### src/rtl/core/bpyc_pkg.sv
// shared types, constants and helpers for the bmp pixel to ycbcr unit
package bpyc_pkg;

  // configuration register file
  localparam int CFG_ADDR_W = 4;
  localparam int CFG_DATA_W = 32;
  localparam int DIM_W      = 13;

  localparam logic [1:0] REG_IMAGE_WIDTH  = 2'd0;
  localparam logic [1:0] REG_IMAGE_HEIGHT = 2'd1;
  localparam logic [1:0] REG_BOTTOM_UP    = 2'd2;
  localparam logic [1:0] REG_PIXEL_32BIT  = 2'd3;

  localparam logic [DIM_W-1:0] RST_IMAGE_WIDTH  = 13'd640;
  localparam logic [DIM_W-1:0] RST_IMAGE_HEIGHT = 13'd480;
  localparam logic             RST_BOTTOM_UP    = 1'b1;
  localparam logic             RST_PIXEL_32BIT  = 1'b0;

  // default size limits
  localparam int DEF_MAX_WIDTH  = 4096;
  localparam int DEF_MAX_HEIGHT = 4096;

  // output position fields
  localparam int POS_W = 12;

  // q16 color matrix, jfif full range
  localparam int ACC_W = 27;
  localparam logic signed [ACC_W-1:0] Y_R     = 27'sd19595;
  localparam logic signed [ACC_W-1:0] Y_G     = 27'sd38470;
  localparam logic signed [ACC_W-1:0] Y_B     = 27'sd7471;
  localparam logic signed [ACC_W-1:0] CB_R    = 27'sd11056;
  localparam logic signed [ACC_W-1:0] CB_G    = 27'sd21712;
  localparam logic signed [ACC_W-1:0] CB_B    = 27'sd32768;
  localparam logic signed [ACC_W-1:0] CR_R    = 27'sd32768;
  localparam logic signed [ACC_W-1:0] CR_G    = 27'sd27440;
  localparam logic signed [ACC_W-1:0] CR_B    = 27'sd5328;
  localparam logic signed [ACC_W-1:0] C_OFFS  = 27'sd8388608;

  // byte position within a stored pixel
  typedef enum logic [3:0] {
    PH_BLUE  = 4'b0001,
    PH_GREEN = 4'b0010,
    PH_RED   = 4'b0100,
    PH_ALPHA = 4'b1000
  } phase_t;

  // live configuration
  typedef struct packed {
    logic [DIM_W-1:0] width;
    logic [DIM_W-1:0] height;
    logic             bottom_up;
    logic             is_32bit;
  } cfg_t;

  // one assembled pixel with its position
  typedef struct packed {
    logic [7:0]       red;
    logic [7:0]       green;
    logic [7:0]       blue;
    logic [POS_W-1:0] row;
    logic [POS_W-1:0] column;
    logic             done;
  } pixel_t;

  // floor by 2^16, then clamp to 0..255
  function automatic logic [7:0] to_byte(input logic signed [ACC_W-1:0] acc);
    logic [ACC_W-17:0] v;
    v = acc[ACC_W-1:16];
    if (acc < 0) begin
      return 8'd0;
    end else if (v > 11'd255) begin
      return 8'd255;
    end else begin
      return v[7:0];
    end
  endfunction

endpackage

### src/rtl/core/bpyc_parse.sv
// byte stream parser: phase, padding, row and column counters, pixel register
module bpyc_parse #(
  parameter int MAX_WIDTH  = bpyc_pkg::DEF_MAX_WIDTH,
  parameter int MAX_HEIGHT = bpyc_pkg::DEF_MAX_HEIGHT
) (
  input  logic              clk,
  input  logic              rst_n,
  input  bpyc_pkg::cfg_t    cfg,
  input  logic              in_valid,
  output logic              in_ready,
  input  logic [7:0]        in_byte,
  output logic              pix_valid,
  input  logic              pix_ready,
  output bpyc_pkg::pixel_t  pix
);

  localparam int DW   = bpyc_pkg::DIM_W;
  localparam int DMAX = (1 << DW) - 1;
  localparam int WLIM = (MAX_WIDTH < DMAX) ? MAX_WIDTH : DMAX;
  localparam int HLIM = (MAX_HEIGHT < DMAX) ? MAX_HEIGHT : DMAX;
  localparam int CW   = (WLIM > 1) ? $clog2(WLIM) : 1;
  localparam int RW   = (HLIM > 1) ? $clog2(HLIM) : 1;

  bpyc_pkg::phase_t  phase_r, phase_nxt;
  logic [1:0]        pad_r, pad_nxt;
  logic [7:0]        blue_r, blue_nxt;
  logic [7:0]        green_r, green_nxt;
  logic [CW-1:0]     col_r, col_nxt;
  logic [RW-1:0]     row_r, row_nxt;
  logic              pix_v_r, pix_v_nxt;
  bpyc_pkg::pixel_t  pix_r, pix_nxt;

  logic              fire;
  logic              emit;
  logic [DW-1:0]     w_eff, h_eff;
  logic [DW-1:0]     col_cnt, row_cnt;
  logic [DW-1:0]     col_cur, row_cur, orow;
  logic              last_col, last_row;

  assign in_ready  = !pix_v_r || pix_ready;
  assign fire      = in_valid && in_ready;
  assign pix_valid = pix_v_r;
  assign pix       = pix_r;

  // effective image size: zero reads as one, oversize reads as the limit
  always_comb begin
    if (cfg.width == '0) begin
      w_eff = DW'(1);
    end else if (32'(cfg.width) > MAX_WIDTH) begin
      w_eff = DW'(MAX_WIDTH);
    end else begin
      w_eff = cfg.width;
    end
    if (cfg.height == '0) begin
      h_eff = DW'(1);
    end else if (32'(cfg.height) > MAX_HEIGHT) begin
      h_eff = DW'(MAX_HEIGHT);
    end else begin
      h_eff = cfg.height;
    end
  end

  // position of the current pixel, pulled back inside a lowered bound
  assign col_cnt  = DW'(col_r);
  assign row_cnt  = DW'(row_r);
  assign col_cur  = (col_cnt < w_eff) ? col_cnt : w_eff - DW'(1);
  assign row_cur  = (row_cnt < h_eff) ? row_cnt : h_eff - DW'(1);
  assign orow     = cfg.bottom_up ? (h_eff - DW'(1) - row_cur) : row_cur;
  assign last_col = (col_cur == w_eff - DW'(1));
  assign last_row = (row_cur == h_eff - DW'(1));

  // byte sequencing and counters
  always_comb begin
    phase_nxt = phase_r;
    pad_nxt   = pad_r;
    blue_nxt  = blue_r;
    green_nxt = green_r;
    col_nxt   = col_r;
    row_nxt   = row_r;
    emit      = 1'b0;
    if (fire) begin
      if (pad_r != 2'd0) begin
        pad_nxt = pad_r - 2'd1;
      end else begin
        unique case (phase_r)
          bpyc_pkg::PH_BLUE: begin
            blue_nxt  = in_byte;
            phase_nxt = bpyc_pkg::PH_GREEN;
          end
          bpyc_pkg::PH_GREEN: begin
            green_nxt = in_byte;
            phase_nxt = bpyc_pkg::PH_RED;
          end
          bpyc_pkg::PH_RED: begin
            emit      = 1'b1;
            phase_nxt = cfg.is_32bit ? bpyc_pkg::PH_ALPHA : bpyc_pkg::PH_BLUE;
            if (last_col) begin
              col_nxt = '0;
              if (!cfg.is_32bit) begin
                pad_nxt = w_eff[1:0];
              end
              row_nxt = last_row ? '0 : RW'(row_cur + DW'(1));
            end else begin
              col_nxt = CW'(col_cur + DW'(1));
              row_nxt = RW'(row_cur);
            end
          end
          bpyc_pkg::PH_ALPHA: begin
            phase_nxt = bpyc_pkg::PH_BLUE;
          end
          default: begin
            phase_nxt = bpyc_pkg::PH_BLUE;
          end
        endcase
      end
    end
  end

  // pixel register toward the converter
  always_comb begin
    pix_nxt   = pix_r;
    pix_v_nxt = pix_v_r;
    if (emit) begin
      pix_v_nxt      = 1'b1;
      pix_nxt.red    = in_byte;
      pix_nxt.green  = green_r;
      pix_nxt.blue   = blue_r;
      pix_nxt.row    = orow[bpyc_pkg::POS_W-1:0];
      pix_nxt.column = col_cur[bpyc_pkg::POS_W-1:0];
      pix_nxt.done   = last_col && last_row;
    end else if (pix_ready) begin
      pix_v_nxt = 1'b0;
    end
  end

  always_ff @(posedge clk) begin
    if (!rst_n) begin
      phase_r <= bpyc_pkg::PH_BLUE;
      pad_r   <= '0;
      blue_r  <= '0;
      green_r <= '0;
      col_r   <= '0;
      row_r   <= '0;
      pix_v_r <= 1'b0;
    end else begin
      phase_r <= phase_nxt;
      pad_r   <= pad_nxt;
      blue_r  <= blue_nxt;
      green_r <= green_nxt;
      col_r   <= col_nxt;
      row_r   <= row_nxt;
      pix_v_r <= pix_v_nxt;
    end
  end

  always_ff @(posedge clk) begin
    pix_r <= pix_nxt;
  end

  // padding only ever follows a finished 24-bit row
  a_pad_phase: assert property (@(posedge clk) disable iff (!rst_n)
    pad_r != 2'd0 |-> phase_r == bpyc_pkg::PH_BLUE)
    else $error("padding pending outside the blue phase");

  // a red byte always leaves a pixel waiting
  a_red_emits: assert property (@(posedge clk) disable iff (!rst_n)
    fire && pad_r == 2'd0 && phase_r == bpyc_pkg::PH_RED |=> pix_v_r)
    else $error("red byte produced no pixel");

  // counters restart after the last pixel of an image
  a_image_wrap: assert property (@(posedge clk) disable iff (!rst_n)
    emit && last_col && last_row |=> col_r == '0 && row_r == '0)
    else $error("counters did not restart at end of image");

endmodule

### src/rtl/core/bpyc_conv.sv
// q16 rgb to ycbcr matrix and the result register
module bpyc_conv (
  input  logic                           clk,
  input  logic                           rst_n,
  input  logic                           pix_valid,
  output logic                           pix_ready,
  input  bpyc_pkg::pixel_t               pix,
  output logic                           out_valid,
  input  logic                           out_ready,
  output logic [7:0]                     out_luma,
  output logic [7:0]                     out_chroma_blue,
  output logic [7:0]                     out_chroma_red,
  output logic [bpyc_pkg::POS_W-1:0]     out_row,
  output logic [bpyc_pkg::POS_W-1:0]     out_column,
  output logic                           out_image_done
);

  localparam int AW = bpyc_pkg::ACC_W;

  logic signed [AW-1:0] rs, gs, bs;
  logic signed [AW-1:0] acc_y, acc_cb, acc_cr;

  logic                           out_v_r, out_v_nxt;
  logic [7:0]                     y_r, cb_r, cr_r;
  logic [bpyc_pkg::POS_W-1:0]     row_r, col_r;
  logic                           done_r;

  // constant-coefficient products and sums
  assign rs = $signed(AW'(pix.red));
  assign gs = $signed(AW'(pix.green));
  assign bs = $signed(AW'(pix.blue));

  assign acc_y  = bpyc_pkg::Y_R * rs + bpyc_pkg::Y_G * gs + bpyc_pkg::Y_B * bs;
  assign acc_cb = bpyc_pkg::C_OFFS - bpyc_pkg::CB_R * rs - bpyc_pkg::CB_G * gs
                + bpyc_pkg::CB_B * bs;
  assign acc_cr = bpyc_pkg::C_OFFS + bpyc_pkg::CR_R * rs - bpyc_pkg::CR_G * gs
                - bpyc_pkg::CR_B * bs;

  // result register handshake
  assign pix_ready = !out_v_r || out_ready;
  assign out_v_nxt = pix_valid ? 1'b1 : (out_ready ? 1'b0 : out_v_r);

  always_ff @(posedge clk) begin
    if (!rst_n) begin
      out_v_r <= 1'b0;
    end else begin
      out_v_r <= out_v_nxt;
    end
  end

  always_ff @(posedge clk) begin
    if (pix_valid && pix_ready) begin
      y_r    <= bpyc_pkg::to_byte(acc_y);
      cb_r   <= bpyc_pkg::to_byte(acc_cb);
      cr_r   <= bpyc_pkg::to_byte(acc_cr);
      row_r  <= pix.row;
      col_r  <= pix.column;
      done_r <= pix.done;
    end
  end

  assign out_valid       = out_v_r;
  assign out_luma        = y_r;
  assign out_chroma_blue = cb_r;
  assign out_chroma_red  = cr_r;
  assign out_row         = row_r;
  assign out_column      = col_r;
  assign out_image_done  = done_r;

endmodule

### src/rtl/core/bmp_pixel_to_ycbcr_unit.sv
// top level: register file, byte parser and color converter
//
//  channel | direction | handshake          | payload
//  in      | sink      | in_valid/in_ready  | in_pixel_byte[7:0]
//  out     | source    | out_valid/out_ready| luma, chroma_blue, chroma_red, row, column, done
//  cfg     | apb slave | psel/penable/pready| paddr[3:0], pwdata, prdata
//
// one byte is taken per cycle while in_ready is high; a red byte gives a pixel by way of the
// pixel register, then the result register after the color matrix
// synchronous active-low reset clears counters and valids, registers go to 640/480/1/0
// a stalled result holds the pipeline; in_ready drops only while both stages are full
module bmp_pixel_to_ycbcr_unit #(
  parameter int MAX_WIDTH  = bpyc_pkg::DEF_MAX_WIDTH,
  parameter int MAX_HEIGHT = bpyc_pkg::DEF_MAX_HEIGHT
) (
  input  logic                                clk,
  input  logic                                rst_n,
  input  logic                                psel,
  input  logic                                penable,
  input  logic                                pwrite,
  input  logic [bpyc_pkg::CFG_ADDR_W-1:0]     paddr,
  input  logic [bpyc_pkg::CFG_DATA_W-1:0]     pwdata,
  output logic [bpyc_pkg::CFG_DATA_W-1:0]     prdata,
  output logic                                pready,
  input  logic                                in_valid,
  output logic                                in_ready,
  input  logic [7:0]                          in_pixel_byte,
  output logic                                out_valid,
  input  logic                                out_ready,
  output logic [7:0]                          out_luma,
  output logic [7:0]                          out_chroma_blue,
  output logic [7:0]                          out_chroma_red,
  output logic [bpyc_pkg::POS_W-1:0]          out_row,
  output logic [bpyc_pkg::POS_W-1:0]          out_column,
  output logic                                out_image_done
);

  localparam int DW = bpyc_pkg::DIM_W;
  localparam int XW = bpyc_pkg::CFG_DATA_W;

  bpyc_pkg::cfg_t    cfg_r, cfg_nxt;
  logic              cfg_wr;
  logic [1:0]        reg_sel;
  logic              pix_valid;
  logic              pix_ready;
  bpyc_pkg::pixel_t  pix;

  // register file write
  assign pready  = 1'b1;
  assign reg_sel = paddr[3:2];
  assign cfg_wr  = psel && penable && pwrite && pready;

  always_comb begin
    cfg_nxt = cfg_r;
    if (cfg_wr) begin
      unique case (reg_sel)
        bpyc_pkg::REG_IMAGE_WIDTH:  cfg_nxt.width     = pwdata[DW-1:0];
        bpyc_pkg::REG_IMAGE_HEIGHT: cfg_nxt.height    = pwdata[DW-1:0];
        bpyc_pkg::REG_BOTTOM_UP:    cfg_nxt.bottom_up = pwdata[0];
        bpyc_pkg::REG_PIXEL_32BIT:  cfg_nxt.is_32bit  = pwdata[0];
        default:                    cfg_nxt = cfg_r;
      endcase
    end
  end

  always_ff @(posedge clk) begin
    if (!rst_n) begin
      cfg_r.width     <= bpyc_pkg::RST_IMAGE_WIDTH;
      cfg_r.height    <= bpyc_pkg::RST_IMAGE_HEIGHT;
      cfg_r.bottom_up <= bpyc_pkg::RST_BOTTOM_UP;
      cfg_r.is_32bit  <= bpyc_pkg::RST_PIXEL_32BIT;
    end else begin
      cfg_r <= cfg_nxt;
    end
  end

  // register file read
  always_comb begin
    unique case (reg_sel)
      bpyc_pkg::REG_IMAGE_WIDTH:  prdata = XW'(cfg_r.width);
      bpyc_pkg::REG_IMAGE_HEIGHT: prdata = XW'(cfg_r.height);
      bpyc_pkg::REG_BOTTOM_UP:    prdata = XW'(cfg_r.bottom_up);
      bpyc_pkg::REG_PIXEL_32BIT:  prdata = XW'(cfg_r.is_32bit);
      default:                    prdata = '0;
    endcase
  end

  // byte parser and pixel register
  bpyc_parse #(
    .MAX_WIDTH  (MAX_WIDTH),
    .MAX_HEIGHT (MAX_HEIGHT)
  ) u_parse (
    .clk       (clk),
    .rst_n     (rst_n),
    .cfg       (cfg_r),
    .in_valid  (in_valid),
    .in_ready  (in_ready),
    .in_byte   (in_pixel_byte),
    .pix_valid (pix_valid),
    .pix_ready (pix_ready),
    .pix       (pix)
  );

  // color matrix and result register
  bpyc_conv u_conv (
    .clk             (clk),
    .rst_n           (rst_n),
    .pix_valid       (pix_valid),
    .pix_ready       (pix_ready),
    .pix             (pix),
    .out_valid       (out_valid),
    .out_ready       (out_ready),
    .out_luma        (out_luma),
    .out_chroma_blue (out_chroma_blue),
    .out_chroma_red  (out_chroma_red),
    .out_row         (out_row),
    .out_column      (out_column),
    .out_image_done  (out_image_done)
  );

endmodule

### config.mk
export PLATFORM = sky130hd
export DESIGN_NAME = bmp_pixel_to_ycbcr_unit
export DESIGN_NICKNAME = d
export VERILOG_FILES = /design/src/rtl/core/bpyc_pkg.sv /design/src/rtl/core/bpyc_parse.sv /design/src/rtl/core/bpyc_conv.sv /design/src/rtl/core/bmp_pixel_to_ycbcr_unit.sv
export SDC_FILE = /design/constraint.sdc
export NUM_CORES = 1
export LEC_CHECK = 0
export ABC_AREA = 1
export BUFFER_PORTS_ARGS = -buffer_cell sky130_fd_sc_hd__buf_4
export CAP_MARGIN = 10
export CORE_ASPECT_RATIO = 0.7
export CORE_MARGIN = 10
export CORE_UTILIZATION = 67
export DETAILED_ROUTE_END_ITERATION = 7
export HOLD_SLACK_MARGIN = 0.06
export PLACE_DENSITY = 0.95
export SLEW_MARGIN = 20
export SYNTH_ARGS = -nofsm -noshare
export SYNTH_HDL_FRONTEND = slang
export SYNTH_HIERARCHICAL = 1
export SYNTH_SLANG_ARGS = --single-unit
### constraint.sdc
create_clock -name clk -period 19 [get_ports clk]
set_clock_uncertainty 0.2 [all_clocks]
set_input_delay 1.9 -clock clk [delete_from_list [all_inputs] [get_ports clk]]
set_output_delay 1.9 -clock clk [all_outputs]
set_load 0.05 [all_outputs]
==> key figures, run 1 <==
Outcome
  – Status: complete, no violations

Timing
  – Post-route setup slack: 10.33 ns
  – Fin. max-slew vios: 0
  – Fmax: 0.1153 GHz
  – Final setup fails: 0
  – Setup TNS: 0 ns
  – Final period utilization: 45.64%
  – Least-Margin Pin Slew: 1.088 ns
  – Min cycle time layout: 8.672 ns
  – RSZ-0062 raised after global routing: no
  – Slew HR: 27.36%
  – Final hold vios: 0

Critical path
  – CP max stage delay: 0.80 ns
  – Crit Path Category: flip-flop to flip-flop
  – Critical Path Start Type: flip-flop
  – Worst setup endpoint: u_conv/out_luma[4]$_SDFFCE_PN1P_
  – Cell mode on critical path: nand2_1
  – R2R cell count: 32
  – CP required: 19.00 ns
  – Worst path slowest cell: edfxtp_1
  – Crit path from: u_parse/pix[33]$_DFFE_PP_
  – R2r startpoint: u_parse/pix[33]$_DFFE_PP_
  – Crit-path max FO: 11
  – Reg2reg end: u_conv/out_luma[4]$_SDFFCE_PN1P_
  – CP Capture Type: flip-flop
  – WP data arrival: 8.67 ns
  – Reg2reg setup slack: 10.33 ns

Placed design
  – Place WS: 10.58 ns
  – Placed cells: 3,813
  – Placed standard-cell area: 0.02628 mm^2
  – Placer Congestion: 1.012
  – Hpwl dp: 58,630 um
  – Port Buffer Count: 93

Layout
  – Share of cells above drive strength 1: 8.490%
  – Most common cell after layout, fill and taps aside: nand2_1
  – Non-Filler Instances: 3,846
  – Commonest non-fill, non-tap cells in the layout: nand2_1, inv_1, ha_1
  – Number of fill cells: 2,683
  – Fin nets: 3,980
  – Final Cell Area: 0.02689 mm^2
  – Area growth syn-to-layout: 6.628%

GRT
  – Vias in the first global route: 22,110
  – First-pass GRT wire length: 115,700 um
  – Overflow after GRT: 0
  – Total GRT Usage: 31.46%
  – Antenna violations before repair: 1
  – Largest net degree at the start of global routing: 49

CTS
  – CTS resizes: 0
  – Setup bufs post-CTS: 0
  – Clk root buf: clkbuf_16
  – Post-CTS Hold Buffers: 0
  – CTS tree: built
  – H-tree levels: 4
  – Num Clock Sinks: 174
  – Worst-Skew Late Latency: 0.45 ns
  – TritonCTS Buffers: 17
  – Clock slew at reported path FFs: 0.08 ns
  – Clock Path Buffers: 2

Synthesis
  – Number of synthesized flops with an enable pin: 98
  – Asr flop ratio synth: 0%
  – Register bit total from synthesis: 174
  – Gate Count Post-Synth: 3,260
  – YS warnings: 6
  – Primary FF master, synth: edfxtp_1
  – Mean Syn Cell Area: 7.736 um^2
  – Seq/Total Area, Yosys: 17.70%
  – Distinct cells, synth: 67
  – Synthesized area: 0.02522 mm^2

Detailed routing
  – Antenna viol nets, final: 0
  – Vias per cell: 5.984
  – DRT Pass-1 Iters: 7
  – Final wirelength: 72,530 um
  – Vias: 23,010
  – Initial DRC count: 3,084
  – DR DRC count: 0
  – Drt wl/cell: 18.86 um

Power
  – Leakage: 14.08 nW
  – Pwr Density: 34.64 mW/mm^2
  – Peak supply drop: 0.00006583 V
  – Pwr Total: 0.9316 mW

Flow run
  – Max_cap viols: 0

Floorplanning
  – Core Area: 0.03713 mm^2
  – Starting density of the core: 67.92%
  – # rows: 59
  – Die area: 0.04593 mm^2
  – IO Count: 135
  – Die width: 251.9 um
  – Die height: 182.3 um

Min path
  – Hold Path Class: flip-flop to flip-flop
-- final cells by class --
type                    count  area [um^2]  area share [%]
diodes                      1        2.502        0.009305
clock inverters            15        187.7          0.6979
well taps                 488        610.6           2.271
repair buffers            103        773.2           2.875
multi-input cells        2411        18040           67.07
clock buffers              17        425.4           1.582
inverters                 637         2391           8.891
flip-flops and latches    174         4464           16.60
-- metal layers --
| layer | wire, um | global-route usage [%] | vias up |
|---|---|---|---|
| li1 | - | - | 10680 |
| met1 | 30280 | 43.75 | 10610 |
| met2 | 29440 | 44.71 | 1533 |
| met3 | 10980 | 11.95 | 184 |
| met4 | 1818 | 8.581 | 0 |
| met5 | 0 | 0 | - |
-- state kept, by name, summed over array words and instances (netlist names) --
name / flops
u_conv/out_valid: 1
u_parse/blue_r: 8
u_parse/green_r: 8
u_parse/phase_r: 4
u_conv/out_column: 12
u_parse/pad_r: 2
u_parse/row_r: 12
u_conv/out_image_done: 1
u_conv/out_chroma_red: 8
u_parse/pix: 49
u_conv/out_chroma_blue: 8
u_conv/out_row: 12
u_conv/out_luma: 8
u_parse/pix_valid: 1
u_parse/col_r: 12
cfg_r: 28
-- kinds of logic (layout without fill, tap and decap cells) --
logic type	count (synthesis)	count (layout)	share of synthesized area [%]
AOI/OAI and AO/OA	392	392	9.242
xor gates and xnor gates	104	104	3.716
adders and majority gates	585	585	34.68
buffers and inverters	693	772	11.11
DFF	174	174	17.70
other	2	21	0.02978
and+or+nand+nor	1310	1310	23.52
-- through the flow --
step	util [%]	hold WS (ns)
finish	72.42	0.2201
global route	72.42	0.2216
CTS	72.42	0.2219
detailed placement	70.77	0.2056
global placement	70.77	0.2003
floorplan	-	0.2003
-- worst max-delay path, delay by kind of cell (launching register included) --
kind            cells  cell delay, ns
xor+xnor            1            0.28
flops               1            0.80
fa+ha+maj           9            4.13
simple gates       15            1.79
buf+inv             5            0.90
compound gates      2            0.30
-- power by group --
group	internal, mW	total [mW]	switching [mW]
clock network	0.201	0.370	0.169
logic	0.0511	0.155	0.104
registers	0.401	0.406	0.00500
total	0.653	0.932	0.279
-- worst min-delay path by stage --
| stage | endpoint | cells after the start | start | slack [ns] |
|---|---|---|---|---|
| floorplan | u_conv/out_column[0]$_DFFE_PP_ | 0 | u_parse/pix[1]$_DFFE_PP_ | 0.20 |
| global placement | u_conv/out_row[2]$_DFFE_PP_ | 0 | u_parse/pix[15]$_DFFE_PP_ | 0.20 |
| detailed placement | u_conv/out_row[0]$_DFFE_PP_ | 0 | u_parse/pix[13]$_DFFE_PP_ | 0.21 |
| CTS | u_conv/out_row[0]$_DFFE_PP_ | 0 | u_parse/pix[13]$_DFFE_PP_ | 0.22 |
| global route | u_conv/out_row[8]$_DFFE_PP_ | 0 | u_parse/pix[21]$_DFFE_PP_ | 0.22 |
| finish | u_conv/out_row[8]$_DFFE_PP_ | 0 | u_parse/pix[21]$_DFFE_PP_ | 0.22 |
-- synth_stat cells, types with 22 or more instances --
master | number | area share (%)
inv_1 | 622 | 9.3
buf_4 | 27 | 0.80
ha_1 | 395 | 20
nand3_2 | 22 | 0.87
dfxtp_1 | 76 | 6.0
nor3_1 | 25 | 0.50
nand2_1 | 629 | 9.4
xor2_1 | 70 | 2.4
nand4_1 | 54 | 1.3
a31oi_1 | 23 | 0.57
nand2_2 | 40 | 0.99
edfxtp_1 | 98 | 12
xnor2_1 | 32 | 1.1
nand3_1 | 201 | 4.0
o21ai_0 | 97 | 1.9
nor2_1 | 262 | 3.9
fa_1 | 190 | 15
a21oi_1 | 163 | 3.2
nor2_2 | 22 | 0.55
(Power assumes the default switching activity.)
==> inputs of run 2 (changes only) <==
ABC_AREA = 0   (was 1)
CORE_UTILIZATION = 58   (was 67)
PLACE_DENSITY = 0.89   (was 0.95)
clock period = 7.6 ns   (was 19 ns; I/O delays follow)
==> key figures, run 2 <==
Critical path
  – Reg2reg setup slack: 0.12 ns (-10.21 ns)
  – WP data arrival: 7.62 ns (-1.05 ns)
  – CP Capture Type: flip-flop
  – Crit Path Category: flip-flop to flip-flop
  – CP required: 7.74 ns (-11.26 ns)
  – Crit-path max FO: 3 (-8)
  – Critical Path Start Type: flip-flop

Floorplanning
  – Starting density of the core: 59.18% (-8.7 points)
  – Die height: 191.9 um (+5.2%)
  – IO Count: 135 (unchanged)
  – Die area: 0.05094 mm^2 (+11%)
  – Core Area: 0.04135 mm^2 (+11%)
  – Die width: 265.5 um (+5.4%)
  – # rows: 62 (+5.1%)

Synthesis
  – Synth top cells by count: ha_1, inv_1, fa_1
  – Synthesized area: 0.02447 mm^2 (-3.0%)
  – Leading area contributor after synthesis: ha_1
  – Seq/Total Area, Yosys: 18.24% (+0.54 points)
  – Number of synthesized flops with an enable pin: 98 (unchanged)
  – Top cell type's share of synthesized area: 20.20% (+0.60 points)
  – Register bit total from synthesis: 174 (unchanged)
  – Post-Synth Adder-Cell Area: 35.87% (+1.2 points)
  – Xor and xnor area share after synthesis: 4.428% (+0.71 points)
  – Largest family of logic cells by synthesized area: adder cells
  – Mean Syn Cell Area: 9.269 um^2 (+20%)
  – Simple-Gate Fraction of Synth Area: 14.61% (-8.9 points)
  – YS warnings: 6 (unchanged)
  – Cell with the most instances after synthesis: ha_1
  – Post-synthesis mux area share: 3.676% (+3.7 points)
  – Primary FF master, synth: edfxtp_1
  – Synth area leaders: ha_1, fa_1, edfxtp_1, dfxtp_1, inv_1
  – Synth Area in Compound Gates: 14.84% (+5.6 points)
  – Distinct cells, synth: 126 (+88%)
  – Asr flop ratio synth: 0% (unchanged)
  – Gate Count Post-Synth: 2,640 (-19%)

GRT
  – Antenna violations before repair: 3 (+2)
  – Total GRT Usage: 26.26% (-5.2 points)
  – Largest net degree at the start of global routing: 80 (+63%)
  – Vias in the first global route: 20,720 (-6.3%)
  – Overflow after GRT: 0 (unchanged)
  – First-pass GRT wire length: 108,300 um (-6.4%)

Layout
  – Most common cell after layout, fill and taps aside: inv_1
  – Max reg flops: 49 (unchanged)
  – Number of fill cells: 3,094 (+15%)
  – Area growth syn-to-layout: 11.85%
  – Commonest non-fill, non-tap cells in the layout: inv_1, ha_1, buf_4
  – Non-Filler Instances: 3,358 (-13%)
  – Fin nets: 3,436 (-14%)
  – Multi-input logic area: 0.01846 mm^2 (+2.3%)
  – Share of cells above drive strength 1: 14.50% (+6.0 points)
  – Storage cell area: 0.004464 mm^2 (unchanged)

CTS
  – TritonCTS Buffers: 17 (unchanged)
  – CTS tree: built
  – Worst-Skew Late Latency: 0.46 ns (about the same)
  – H-tree levels: 4 (unchanged)
  – Clock Path Buffers: 2 (unchanged)
  – Clk root buf: clkbuf_16
  – Post-CTS Hold Buffers: 0 (unchanged)
  – Clock slew at reported path FFs: 0.08 ns (about the same)
  – Num Clock Sinks: 174 (unchanged)

Detailed routing
  – Final wirelength: 68,930 um (-5.0%)
  – DRT Pass-1 Iters: 6 (-1)
  – Vias per cell: 6.206 (+3.7%)
  – Vias: 20,840 (-9.4%)
  – DR DRC count: 0 (unchanged)
  – Antenna viol nets, final: 0 (unchanged)
  – Drt wl/cell: 20.53 um (+8.9%)
  – Initial DRC count: 2,259 (-27%)

Placed design
  – Hpwl dp: 54,390 um (-7.2%)
  – Placer Congestion: 1.016 (+0.46%)
  – Placed cells: 3,310 (-13%)
  – Port Buffer Count: 93 (unchanged)

Power
  – Pwr Total: 2.190 mW (+140%)
  – Pwr Density: 80.04 mW/mm^2 (+130%)
  – Switching Share: 28.76% (-1.2 points)
  – Peak supply drop: 0.0001611 V (+140%)
  – Pint: 1.561 mW (+140%)
  – P_sw: 0.6299 mW (+130%)
  – Reg power frac: 45.9% (+2.3 points)
  – Leakage: 12.93 nW (-8.1%)
  – Share of power burned in the clock network: 42.0% (+2.3 points)
  – Comb power frac: 12.1% (-4.6 points)

Timing
  – Fin. max-slew vios: 0 (unchanged)
  – Fmax: 0.1337 GHz (+16%)
  – Final hold vios: 0 (unchanged)
  – Slew HR: 33.23% (+5.9 points)
  – Min cycle time layout: 7.481 ns (-1.191 ns)
  – Final period utilization: 98.43% (+53 points)
  – Final setup fails: 0 (unchanged)
  – Least-Margin Pin Slew: 0.9944 ns (-0.09391 ns)
  – Hold_ws: 0.2188 ns (-0.001306 ns)

Outcome
  – Status: complete, no violations

Min path
  – Hold Path Class: flip-flop to flip-flop

Flow run
  – Max_cap viols: 0 (unchanged)
## run 2: changes by cell type in the layout (fill, tap and decap cells not counted), sizes merged, moves of 22 or more
cell,previous run,this run
mux2i,0,77
nand4,55,19
nor2,293,154
nand3,223,57
nand2b,0,23
nand2,676,170
o211ai,4,26
buf,103,217
xor2,71,48
a21oi,169,120
xnor2,33,74
inv,643,403
nor2b,0,41
## run 2: power by group through the flow
stage          Sequential (mW)  Clock, mW  Combinational [mW]
2_1_floorplan             1.02          0               0.194
5_1_grt                   1.01      0.972               0.288
3_3_place_gp              1.03          0               0.238
3_5_place_dp              1.03          0               0.249
6_report                  1.01      0.919               0.266
4_1_cts                   1.01      0.939               0.252
## run 2: logic make-up after synthesis
kind of cell / count (synthesis)
AOI/OAI and AO/OA: 513
xor gates and xnor gates: 122
adders and majority gates: 588
buffers and inverters: 490
DFF: 174
muxes: 86
other: 2
and+or+nand+nor: 665
## run 2: routing by layer
metal  track usage (%)  wire length [um]  up-vias
met1             34.49             28850    10130
met2             42.73             32040     1027
met4             7.804              1731        4
met5                 0                25        -
met3             5.941              6290      148
li1                  -                 -     9532
## run 2: timing repair
| action | in CTS | in global routing |
|---|---|---|
| resized for setup | 11 | 71 |
| pin swaps | 6 | 40 |
| setup buffers | 0 | 15 |
| endpoints found under the setup margin | 16 | 24 |
## run 2: worst max-delay path, cell delays in order (launching register included)
cell,delay [ns]
edfxtp_1,0.48
ha_4,0.32
inv_2,0.04
fa_1,0.47
fa_1,0.57
inv_2,0.06
ha_4,0.26
buf_4,0.11
nand2_1,0.07
o21bai_1,0.18
a21oi_2,0.10
o21bai_1,0.23
nand2_1,0.12
xnor2_1,0.26
ha_1,0.30
inv_1,0.09
fa_1,0.45
fa_1,0.50
inv_1,0.06
fa_1,0.47
ha_1,0.32
a21oi_1,0.16
o21ai_1,0.07
a221o_1,0.42
a2111oi_4,0.42
nor3_2,0.09
o311ai_2,0.37
a21o_1,0.17
## run 2: cell type report
type	instances	share of cell area, %
Antenna cell	1	0.009143
Clock buffer	18	1.646
Clock inverter	14	0.5852
Inverter	396	5.431
Multi-Input combinational cell	1994	67.45
Sequential cell	174	16.31
Tap cell	544	2.487
Timing Repair Buffer	217	6.080
## run 2: per-stage QoR
| step | util [%] | setup WS (ns) | area [um^2] | setup TNS (ns) |
|---|---|---|---|---|
| after detailed placement | 63.39 | -0.2788 | 26210 | -0.9928 |
| after global placement | 63.39 | 0.02042 | 26210 | 0 |
| after CTS | 65.01 | 0.01759 | 26880 | 0 |
| final | 66.19 | 0.1191 | 27370 | 0 |
| after floorplan | - | 0.1022 | 24540 | 0 |
| after global routing | 66.19 | -0.1017 | 27370 | -0.7483 |
## run 2: worst paths after layout
kind	start	endpoint	depth (start not counted)
min reg2reg	u_parse/pix[6]$_DFFE_PP_	u_conv/out_column[5]$_DFFE_PP_	0
min	u_parse/pix[6]$_DFFE_PP_	u_conv/out_column[5]$_DFFE_PP_	0
max	u_parse/pix[38]$_DFFE_PP_	u_conv/out_luma[6]$_SDFFCE_PN1P_	27
max reg2reg	u_parse/pix[38]$_DFFE_PP_	u_conv/out_luma[6]$_SDFFCE_PN1P_	27
